### src/hdl/clb_pkg.sv
package clb_pkg;

  localparam int MAX_CORES_DEF = 64;
  localparam int COUNT_W       = 32;
  localparam int ID_W          = 32;
  localparam int CFG_W         = 7;
  localparam int CHOSEN_W      = 6;
  localparam int DIV_STEPS     = 32;
  localparam int STEP_W        = 6;

  localparam logic [1:0] ACT_PICK  = 2'd0;
  localparam logic [1:0] ACT_REG   = 2'd1;
  localparam logic [1:0] ACT_UNREG = 2'd2;

  localparam logic [1:0] POL_LEAST = 2'd1;

  typedef enum logic [2:0] {
    S_CLEAR,
    S_IDLE,
    S_DIV,
    S_SCAN,
    S_FETCH
  } clb_state_t;

endpackage

### src/hdl/clb_ram.sv
module clb_ram #(
  parameter int WIDTH = 32,
  parameter int DEPTH = 64,
  localparam int AW = (DEPTH > 1) ? $clog2(DEPTH) : 1
) (
  input  logic             clk,
  input  logic             we,
  input  logic [AW-1:0]    waddr,
  input  logic [WIDTH-1:0] wdata,
  input  logic [AW-1:0]    raddr,
  output logic [WIDTH-1:0] rdata
);

  logic [WIDTH-1:0] mem [DEPTH];

  always_ff @(posedge clk) begin
    if (we) begin
      mem[waddr] <= wdata;
    end
    rdata <= mem[raddr];
  end

endmodule

### src/hdl/clb_mod.sv
module clb_mod #(
  parameter int NW = 7,
  parameter int IW = 6
) (
  input  logic                   clk,
  input  logic                   rst,
  input  logic                   start,
  input  logic [clb_pkg::ID_W-1:0] dividend,
  input  logic [NW-1:0]          divisor,
  output logic                   done,
  output logic [IW-1:0]          remainder
);
  import clb_pkg::*;

  logic [ID_W-1:0]   dvd;
  logic [NW-1:0]     rem;
  logic [STEP_W-1:0] steps;
  logic              running;
  logic [NW:0]       shifted;
  logic [NW:0]       diff;
  logic              fits;

  // one quotient bit per cycle, restoring
  always_comb begin
    shifted = {rem, dvd[ID_W-1]};
    diff    = shifted - {1'b0, divisor};
    fits    = shifted >= {1'b0, divisor};
  end

  always_ff @(posedge clk) begin
    if (rst) begin
      running <= 1'b0;
      done    <= 1'b0;
      steps   <= '0;
    end else begin
      done <= 1'b0;
      if (start) begin
        running <= 1'b1;
        steps   <= STEP_W'(DIV_STEPS);
      end else if (running) begin
        steps <= steps - STEP_W'(1);
        if (steps == STEP_W'(1)) begin
          running <= 1'b0;
          done    <= 1'b1;
        end
      end
    end
  end

  always_ff @(posedge clk) begin
    if (start) begin
      dvd <= dividend;
      rem <= '0;
    end else if (running) begin
      dvd <= dvd << 1;
      rem <= fits ? diff[NW-1:0] : shifted[NW-1:0];
    end
  end

  assign remainder = rem[IW-1:0];

`ifndef SYNTH
  a_done_after_run: assert property (@(posedge clk) disable iff (rst)
    done |-> $past(running))
    else $error("remainder done without a running division");
  a_rem_below: assert property (@(posedge clk) disable iff (rst)
    done |-> rem < divisor)
    else $error("remainder not below divisor");
  a_no_restart: assert property (@(posedge clk) disable iff (rst)
    start |-> !running)
    else $error("division restarted while running");
`endif

endmodule

### src/hdl/core_load_balancer_top.sv
// channel   | beat marker      | payload
// ----------+------------------+-------------------------------------------
// item in   | start & !busy    | action, core_id, use_fixed, policy
// result    | done (one cycle) | chosen_core, core_count, in_range
// config    | cfg_we           | cfg_data (num_cores)
//
// register/unregister: S_FETCH updates the count; out of range, done with no update
// fixed or round-robin pick: 32-step serial remainder in S_DIV, then S_FETCH
// least-loaded pick: S_SCAN reads one count a cycle over the clamped core count
// after reset the count memory is swept to zero in S_CLEAR with busy high
// one item at a time; results cannot be stalled and show while busy is already low
module core_load_balancer_top #(
  parameter int MAX_CORES = clb_pkg::MAX_CORES_DEF
) (
  input  logic                          clk,
  input  logic                          rst,
  input  logic                          cfg_we,
  input  logic [clb_pkg::CFG_W-1:0]     cfg_data,
  input  logic                          start,
  output logic                          busy,
  input  logic [1:0]                    action,
  input  logic [clb_pkg::ID_W-1:0]      core_id,
  input  logic                          use_fixed,
  input  logic [1:0]                    policy,
  output logic                          done,
  output logic [clb_pkg::CHOSEN_W-1:0]  chosen_core,
  output logic [clb_pkg::COUNT_W-1:0]   core_count,
  output logic                          in_range
);
  import clb_pkg::*;

  localparam int IW = (MAX_CORES > 1) ? $clog2(MAX_CORES) : 1;
  localparam int NW = $clog2(MAX_CORES + 1);

  clb_state_t state, state_next;

  logic [CFG_W-1:0]   num_cores;
  logic [COUNT_W-1:0] rr_count;
  logic [IW-1:0]      clr_addr;
  logic [1:0]         action_q;
  logic [IW-1:0]      core_q;
  logic               ok_q;
  logic [IW-1:0]      chosen_q;
  logic [IW-1:0]      cmp_idx;
  logic [IW-1:0]      best;
  logic [COUNT_W-1:0] low;

  logic [NW-1:0]      n_eff;
  logic               accept;
  logic               ok;
  logic               clr_last;
  logic               scan_last;
  logic               better;
  logic [IW-1:0]      best_next;
  logic [COUNT_W-1:0] low_next;
  logic [COUNT_W-1:0] upd_count;

  logic               ram_we;
  logic [IW-1:0]      ram_waddr;
  logic [COUNT_W-1:0] ram_wdata;
  logic [IW-1:0]      ram_raddr;
  logic [COUNT_W-1:0] ram_rdata;

  logic               div_start;
  logic [ID_W-1:0]    div_dividend;
  logic               div_done;
  logic [IW-1:0]      div_rem;

  logic               res_load;
  logic [IW-1:0]      res_chosen;
  logic [COUNT_W-1:0] res_count;
  logic               res_ok;

  always_comb begin
    if (num_cores == '0) begin
      n_eff = NW'(1);
    end else if (32'(num_cores) > MAX_CORES) begin
      n_eff = NW'(MAX_CORES);
    end else begin
      n_eff = NW'(num_cores);
    end
  end

  assign busy      = (state != S_IDLE);
  assign accept    = start && !busy;
  assign ok        = core_id < ID_W'(n_eff);
  assign clr_last  = (clr_addr == IW'(MAX_CORES - 1));
  assign scan_last = (NW'(cmp_idx) == n_eff - NW'(1));
  assign better    = ram_rdata < low;
  assign best_next = better ? cmp_idx : best;
  assign low_next  = better ? ram_rdata : low;

  // saturating decrement on unregister, wrapping increment on register
  always_comb begin
    if (action_q == ACT_REG) begin
      upd_count = ram_rdata + COUNT_W'(1);
    end else if (ram_rdata == '0) begin
      upd_count = '0;
    end else begin
      upd_count = ram_rdata - COUNT_W'(1);
    end
  end

  // next state
  always_comb begin
    state_next = state;
    case (state)
      S_CLEAR: begin
        if (clr_last) begin
          state_next = S_IDLE;
        end
      end
      S_IDLE: begin
        if (accept) begin
          case (action)
            ACT_PICK: begin
              if (!use_fixed && policy == POL_LEAST) begin
                state_next = S_SCAN;
              end else begin
                state_next = S_DIV;
              end
            end
            ACT_REG, ACT_UNREG: begin
              state_next = ok ? S_FETCH : S_IDLE;
            end
            default: state_next = S_IDLE;
          endcase
        end
      end
      S_DIV: begin
        if (div_done) begin
          state_next = S_FETCH;
        end
      end
      S_SCAN: begin
        if (scan_last) begin
          state_next = S_IDLE;
        end
      end
      S_FETCH: state_next = S_IDLE;
      default: state_next = S_IDLE;
    endcase
  end

  // memory, divider and result controls
  always_comb begin
    ram_we       = 1'b0;
    ram_waddr    = core_q;
    ram_wdata    = upd_count;
    ram_raddr    = core_id[IW-1:0];
    div_start    = 1'b0;
    div_dividend = core_id;
    res_load     = 1'b0;
    res_chosen   = '0;
    res_count    = '0;
    res_ok       = 1'b0;
    case (state)
      S_CLEAR: begin
        ram_we    = 1'b1;
        ram_waddr = clr_addr;
        ram_wdata = '0;
      end
      S_IDLE: begin
        if (accept) begin
          case (action)
            ACT_PICK: begin
              if (use_fixed) begin
                div_start = 1'b1;
              end else if (policy == POL_LEAST) begin
                ram_raddr = '0;
              end else begin
                div_start    = 1'b1;
                div_dividend = rr_count;
              end
            end
            ACT_REG, ACT_UNREG: begin
              res_load = !ok;
            end
            default: res_load = 1'b1;
          endcase
        end
      end
      S_DIV: begin
        ram_raddr = div_rem;
      end
      S_SCAN: begin
        ram_raddr = cmp_idx + IW'(1);
        if (scan_last) begin
          res_load   = 1'b1;
          res_chosen = best_next;
          res_count  = low_next;
          res_ok     = ok_q;
        end
      end
      S_FETCH: begin
        res_load = 1'b1;
        res_ok   = ok_q;
        if (action_q == ACT_PICK) begin
          res_chosen = chosen_q;
          res_count  = ram_rdata;
        end else begin
          ram_we    = 1'b1;
          res_count = upd_count;
        end
      end
      default: ;
    endcase
  end

  always_ff @(posedge clk) begin
    if (rst) begin
      state     <= S_CLEAR;
      num_cores <= CFG_W'(1);
      rr_count  <= '0;
      clr_addr  <= '0;
      done      <= 1'b0;
    end else begin
      state <= state_next;
      done  <= res_load;
      if (cfg_we) begin
        num_cores <= cfg_data;
      end
      if (state == S_CLEAR) begin
        clr_addr <= clr_addr + IW'(1);
      end
      if (accept && action == ACT_PICK && !use_fixed && policy != POL_LEAST) begin
        rr_count <= rr_count + COUNT_W'(1);
      end
    end
  end

  always_ff @(posedge clk) begin
    if (accept) begin
      action_q <= action;
      core_q   <= core_id[IW-1:0];
      ok_q     <= ok;
      cmp_idx  <= '0;
      best     <= '0;
      low      <= '1;
    end
    if (state == S_DIV && div_done) begin
      chosen_q <= div_rem;
    end
    if (state == S_SCAN) begin
      cmp_idx <= cmp_idx + IW'(1);
      best    <= best_next;
      low     <= low_next;
    end
    if (res_load) begin
      chosen_core <= CHOSEN_W'(res_chosen);
      core_count  <= res_count;
      in_range    <= res_ok;
    end
  end

  clb_ram #(
    .WIDTH (COUNT_W),
    .DEPTH (MAX_CORES)
  ) u_counts (
    .clk   (clk),
    .we    (ram_we),
    .waddr (ram_waddr),
    .wdata (ram_wdata),
    .raddr (ram_raddr),
    .rdata (ram_rdata)
  );

  clb_mod #(
    .NW (NW),
    .IW (IW)
  ) u_mod (
    .clk       (clk),
    .rst       (rst),
    .start     (div_start),
    .dividend  (div_dividend),
    .divisor   (n_eff),
    .done      (div_done),
    .remainder (div_rem)
  );

`ifndef SYNTH
  a_we_states: assert property (@(posedge clk) disable iff (rst)
    ram_we |-> (state == S_CLEAR || state == S_FETCH))
    else $error("count memory written outside sweep or update");
  a_div_from_idle: assert property (@(posedge clk) disable iff (rst)
    div_start |-> state == S_IDLE)
    else $error("remainder unit started while busy");
  a_no_result_in_sweep: assert property (@(posedge clk) disable iff (rst)
    state == S_CLEAR |=> !done)
    else $error("result during memory sweep");
  a_div_waits: assert property (@(posedge clk) disable iff (rst)
    div_done |-> state == S_DIV)
    else $error("remainder finished outside wait state");
`endif

endmodule

### config.mk
export PLATFORM = sky130hd
export DESIGN_NAME = core_load_balancer_top
export DESIGN_NICKNAME = d
export VERILOG_FILES = /design/src/hdl/clb_pkg.sv /design/src/hdl/clb_ram.sv /design/src/hdl/clb_mod.sv /design/src/hdl/core_load_balancer_top.sv
export SDC_FILE = /design/constraint.sdc
export NUM_CORES = 2
export LEC_CHECK = 0
export BUFFER_PORTS_ARGS = -buffer_cell sky130_fd_sc_hd__buf_2
export CELL_PAD_IN_SITES_DETAIL_PLACEMENT = 2
export CELL_PAD_IN_SITES_GLOBAL_PLACEMENT = 2
export CORE_MARGIN = 4
export CORE_UTILIZATION = 35
export DETAILED_ROUTE_END_ITERATION = 10
export GPL_TIMING_DRIVEN = 0
export PLACE_DENSITY_LB_ADDON = 0.1
export SLEW_MARGIN = 20
export SYNTH_ARGS = -nofsm -noshare
export SYNTH_HDL_FRONTEND = slang
export SYNTH_SLANG_ARGS = --single-unit
### constraint.sdc
create_clock -name clk -period 17.1 [get_ports clk]
set_input_delay 1.71 -clock clk [delete_from_list [all_inputs] [get_ports clk]]
set_output_delay 1.71 -clock clk [all_outputs]
set_load 0.02 [all_outputs]
Yosys cells after proc, flatten, opt, wreduce, memory -nomap -nowiden. Memories as Yosys holds them, arrays and structs flattened. A register that Yosys moved wholly into a read port is not among the register bits. Index checks and enable logic that the tools add are counted.

Flip-flop bits (word level): 194. Memory bits (writable): 2048. Input bits: 48. Output and inout bits: 41. Logic and storage cells: 133. Memories: 1.

Memories: u_counts.mem (words 64, bits a word 32, rd ports 1, clocked after memory_dff 1, wr ports 1, line clb_ram.sv:14) `logic [WIDTH-1:0] mem [DEPTH];`.

$add $sub $neg: 8. Magnitude comparators: 4. Eq/ne operators: 17. Muxes and demuxes: 61. Bitwise logic cells: 1. Reductions and logical operators: 20.

Operator list (number): $mux W32 (15); $mux W6 (13); $add A32 B1 Y32 const B (2); $pmux W32 S2 (1); $logic_not A32 Y1 (1); $lt A32 B32 Y1 (1); $lt A32 B7 Y1 (1); $sub A32 B1 Y32 const B (1); $mux W7 (3); $pmux W6 S3 (1); $mux W1 (16); $mux W3 (5); $add A6 B1 Y6 const B (2); $pmux W3 S4 (1); $pmux W6 S2 (1); $ge A8 B7 Y1 (1); $eq A6 B7 Y1 (1); $gt A7 B7 Y1 const B (1); $logic_not A7 Y1 (1); $sub A7 B1 Y7 const B (1); $sub A7 B7 Y7 (1); $eq A2 B1 Y1 const B (3); $eq A3 B2 Y1 const B (2); $eq A6 B1 Y1 const B (1); other kinds (20) (35).

Logic depth before layout (Yosys ltp).
Depth in word-level cells: 8. Gate-level depth with buffers: 16.

Modules after synthesis. From an unflattened synthesis, not the netlist that was laid out.

Cells, all modules: 4679. Area total of the unflattened synthesis: 91032.3 um^2.

By module, submodules not included: clb_ram (instances 1, cells an instance 3324, area each 78515.3 um^2, seq. area each 62139.6 um^2); core_load_balancer_top (instances 1, cells an instance 1151, area each 10064.7 um^2, seq. area each 3923.8 um^2); clb_mod (instances 1, cells an instance 204, area each 2452.4 um^2, seq. area each 1261.2 um^2).

Worst setup path after synthesis. No wires, ideal clock.

Path type: reg2reg. From: register u_counts.rdata[0], read port of u_counts.mem. To: memory u_counts.mem[0][14], data pin. Arrival: 4.709 ns. Data required time: 16.378 ns. Setup slack: 11.669 ns. Stages on the path, launching flop included: 10. Buffers on the path: 1. Period minus slack after synthesis: 5.431 ns. Path through: dfxtp_1 -> clkbuf_1 -> inv_1 -> ha_1 -> or4b_1 -> nor3_2 -> and4b_1 -> a21oi_1 -> a211oi_1 -> a211oi_1.

Cells in the longest elaborated chain, start to end: 4.

Ends and longest elaborated chain: start, declared (line clb_ram.sv:11) `output logic [WIDTH-1:0] rdata`; $sub A32 B1 Y32 or $logic_not A32 Y1 (tied branches) (line core_load_balancer_top.sv:100, core_load_balancer_top.sv:97); $mux W32 (line core_load_balancer_top.sv:97) `end else if (ram_rdata == '0) begin`; $mux W32 (*) (line core_load_balancer_top.sv:95) `if (action_q == ACT_REG) begin`; $mux W32 (*) (line core_load_balancer_top.sv:157) `case (state)`; net ram_wdata[14] (line core_load_balancer_top.sv:60) `logic [COUNT_W-1:0] ram_wdata;`; end, declared (line clb_ram.sv:14).

The timed path passes the listed nets; every way through them passes the cells marked *.

Worst setup path in the final report.
From: input action[1]. To: register u_counts.rdata[15], read port of u_counts.mem.

Cells in the longest elaborated chain, start to end: 4.

Ends and longest elaborated chain: start, declared (line core_load_balancer_top.sv:21) `input logic [1:0] action,`; $logic_not A2 Y1 (line core_load_balancer_top.sv:165) `case (action)`; $mux W6 (line core_load_balancer_top.sv:165); $mux W6 (line core_load_balancer_top.sv:164) `if (accept) begin`; $pmux W6 S3 (line core_load_balancer_top.sv:157).

Every way passes these cells. A chain may end at the register's enable or synchronous reset.

==> impl_metrics.tcl <==
set metrics [dict create \
    rows 188 \
    outcome "finished clean" \
    insertion_delay_ns 0.87 \
    cp-start-kind "input pin" \
    yosysWarnings 0 \
    post_cts_buffers 0 \
    antenna_found_initial 61 \
    hpwlAfterDp_um 284500 \
    cts-hold-fix-buffers 0 \
    dr.pass1.iters 5 \
    synth.avg_cell_area_um2 14.22 \
    fin_nets 7159 \
    arrival_ns 7.20 \
    wirelength_um 390100 \
    die_y_um 522.6 \
    cts_tree "yes" \
    fmax_mhz 151.5 \
    cts_made_buffers 270 \
    synth_fp_nets 6621 \
    hold_end "u_mod.dvd[1]" \
    port_buffers 87 \
    gr-usage-all-layers_pct 27.97 \
    worstHoldStart "u_mod.dvd[0]" \
    max-clock-path-buffers 4 \
    maxSlewViolCount 0 \
    io_pins 89 \
    required_ns 17.70 \
    fin_ws_ns 10.50 \
    worstMarginPinSlew_ns 1.322 \
    ys_types 89 \
    synthArstFlopShare_pct 0 \
    cp_max_fo 10 \
    clock_skew_ns 0.08651 \
    hold_viol_final 0 \
    r2r_cells 10 \
    clock_sinks 2274 \
    min_period_ns 6.599 \
    setup_violations 0 \
    pre_cts_ws_ns 9.966 \
    routed_via_density 5.902 \
    grt_pass1_vias 66110 \
    place_congestion 0.9426 \
    syn_area_mm2 0.09269 \
    leakagePower_nw 36.49 \
    rr_startpoint "cmp_idx[0]" \
    overflow 0 \
    grt_pass1_wl_um 537600 \
    die_x_um 522.6 \
    crit_path_end_kind "flop" \
    max_cap_viol_count 0 \
    ctsResizeCount 0 \
    worst_hold_path.num_cells 2 \
    die_area_mm2 0.2731 \
    timing.final.crit_share_pct 38.59 \
    post-route-drc-count 0 \
    yosysTopAreaCell "edfxtp_1" \
    synth-edff-count 2178 \
    rsz0062_at_grt "false" \
    synthCells 6517 \
    fin_setup_tns_ns 0 \
    grt_max_degree 62 \
    area_growth_pct 19.36 \
    final_layout_size_suffix_gt1_share_pct 13.87 \
    root_buffer "clkbuf_16" \
    ant_nets 0 \
    yosysTopAreaCellShare_pct 70.56 \
    h-tree-depth 5 \
    hold_path_class "reg -> reg" \
    r2r_slack_ns 11.38 \
    reg2reg_to "u_counts.rdata[15]" \
    ys_seq_area_share_pct 72.63 \
    worstSetupPathType "in -> reg" \
    peakVddDrop_v 0.00008675 \
    post_drt_wl_per_cell_um 36.06 \
    initial_core_util_pct 35.25 \
    clk_pin_slew_ns 0.06 \
    via_count 63850 \
    core-area_mm2 0.2630 \
    ys_ff_latch 2274 \
    synth_area_leaders "edfxtp_1, nand2_1, mux4_2" \
    postSynth.topFlopCell "edfxtp_1" \
    powerDensity_mw_per_mm2 113.2 \
    max-slew-margin-rel_pct 11.89 \
    drtIter0Drc 7115 \
]
==> metrics by stage <==
step / hold WS, ns / power, mW / cells / instance area (µm²) / util, %
2_1_floorplan: 0.4508 / 6.648 / 6517 / 92690 / -
3_3_place_gp: 0.4683 / 7.056 / 10120 / 97520 / 37.08
3_5_place_dp: 0.5083 / 7.103 / 10300 / 102300 / 38.91
4_1_cts: 0.5024 / 12.60 / 10770 / 110500 / 42.02
5_1_grt: 0.5408 / 12.88 / 10800 / 110600 / 42.05
6_report: 0.5124 / 12.52 / 10820 / 110600 / 42.07
==> sequential cells by signal, summed over array words and instances, names as in the netlist, 7 cells and up <==
| register | flops |
|---|---|
| u_counts.mem | 2048 |
| u_mod.rem | 7 |
| num_cores | 7 |
| low | 32 |
| rr_count | 32 |
| u_mod.dvd | 32 |
| u_counts.rdata | 32 |
| core_count | 32 |
==> layout make-up <==
type | instances | area (µm²)
diodes | 48 | 120.1
plain buffers | 464 | 1959
inverters | 57 | 214.0
multi-input cells | 3722 | 24030
repair buffers | 266 | 4410
flip-flops and latches | 2274 | 67320
fillers | 25770 | 152300
clock buffers | 340 | 7209
clock inverters | 132 | 968.4
well taps | 3515 | 4398
==> synth_stat cells (11+ instances only) <==
master / number
o21ai_1: 47
clkbuf_1: 323
and2_1: 13
inv_1: 56
dfxtp_1: 96
o211ai_1: 17
o32ai_1: 75
ha_1: 55
buf_2: 88
a221o_1: 29
nor4_1: 14
a22oi_1: 103
nand3_1: 210
xnor2_1: 19
edfxtp_1: 2178
nand2b_1: 19
nand2_1: 1150
a21oi_1: 205
and3_1: 290
o21ai_0: 119
or3_1: 27
xor2_1: 34
and4_1: 38
a21o_1: 14
nor2_1: 204
mux4_2: 124
a31oi_1: 276
mux2i_1: 58
a211oi_1: 289
buf_4: 11
nor3_1: 33
buf_1: 35
nand4_1: 39
o22ai_1: 80
==> cells in the final DEF, fill, tap and decap left out, types with 116 or more instances in the layout <==
master	count
a31oi_1	274
buf_2	175
o21ai_0	119
nor2_1	116
clkbuf_1	372
nand2_1	1149
nand3_1	210
a21oi_1	202
clkbuf_16	278
a211oi_1	288
mux4_2	124
and3_1	289
edfxtp_1	2178
==> kinds of logic (layout without fill, tap and decap cells) <==
group                    Yosys count  after routing  share of synthesized area (%)
flip-flops                      2274           2274                          72.63
AND/OR/NAND/NOR                 2099           2099                          10.51
AO/OA/AOI/OAI                   1329           1329                          9.583
buffers and inverters            521           1259                          2.330
multiplexers                     185            185                          3.676
adder cells (fa/ha/maj)           56             56                         0.7640
XOR/XNOR                          53             53                         0.5008
other                              0             48                              0
==> power breakdown <==
group | switching (mW) | internal (mW)
clock | 2.35 | 3.16
sequential | 0.0495 | 6.06
combinational | 0.650 | 0.242
==> per-layer routing <==
metal / wire [µm] / up-vias / part of all wire (%) / global-route usage, %
met5: 66 / - / 0.017 / 0
met4: 20270 / 10 / 5.2 / 12.98
met3: 24880 / 660 / 6.4 / 4.045
met2: 183100 / 2465 / 47 / 45.19
met1: 161800 / 34270 / 41 / 37.32
li1: - / 26440 / - / -
==> worst max-delay path, cell delays in order <==
cell	delay, ns
buf_2	0.13
inv_1	0.08
ha_1	0.38
and4bb_1	0.32
a31oi_2	0.26
a22oi_2	0.78
buf_4	0.52
nand2_1	0.61
clkbuf_1	0.43
o32ai_1	0.95
o21ai_1	0.52
and4_1	0.48
==> how the worst max path moves through the flow <==
stage                            from              endpoint  depth (start not counted)
floorplan           u_counts.rdata[0]   u_counts.mem[0][14]                          9
global placement    u_counts.rdata[0]  u_counts.mem[38][14]                          9
detailed placement          action[0]    u_counts.rdata[15]                         12
CTS                         action[0]    u_counts.rdata[15]                         12
global route                action[0]    u_counts.rdata[15]                         12
finish                      action[1]    u_counts.rdata[15]                         12
Note: power is estimated with default switching activity, not from simulation.
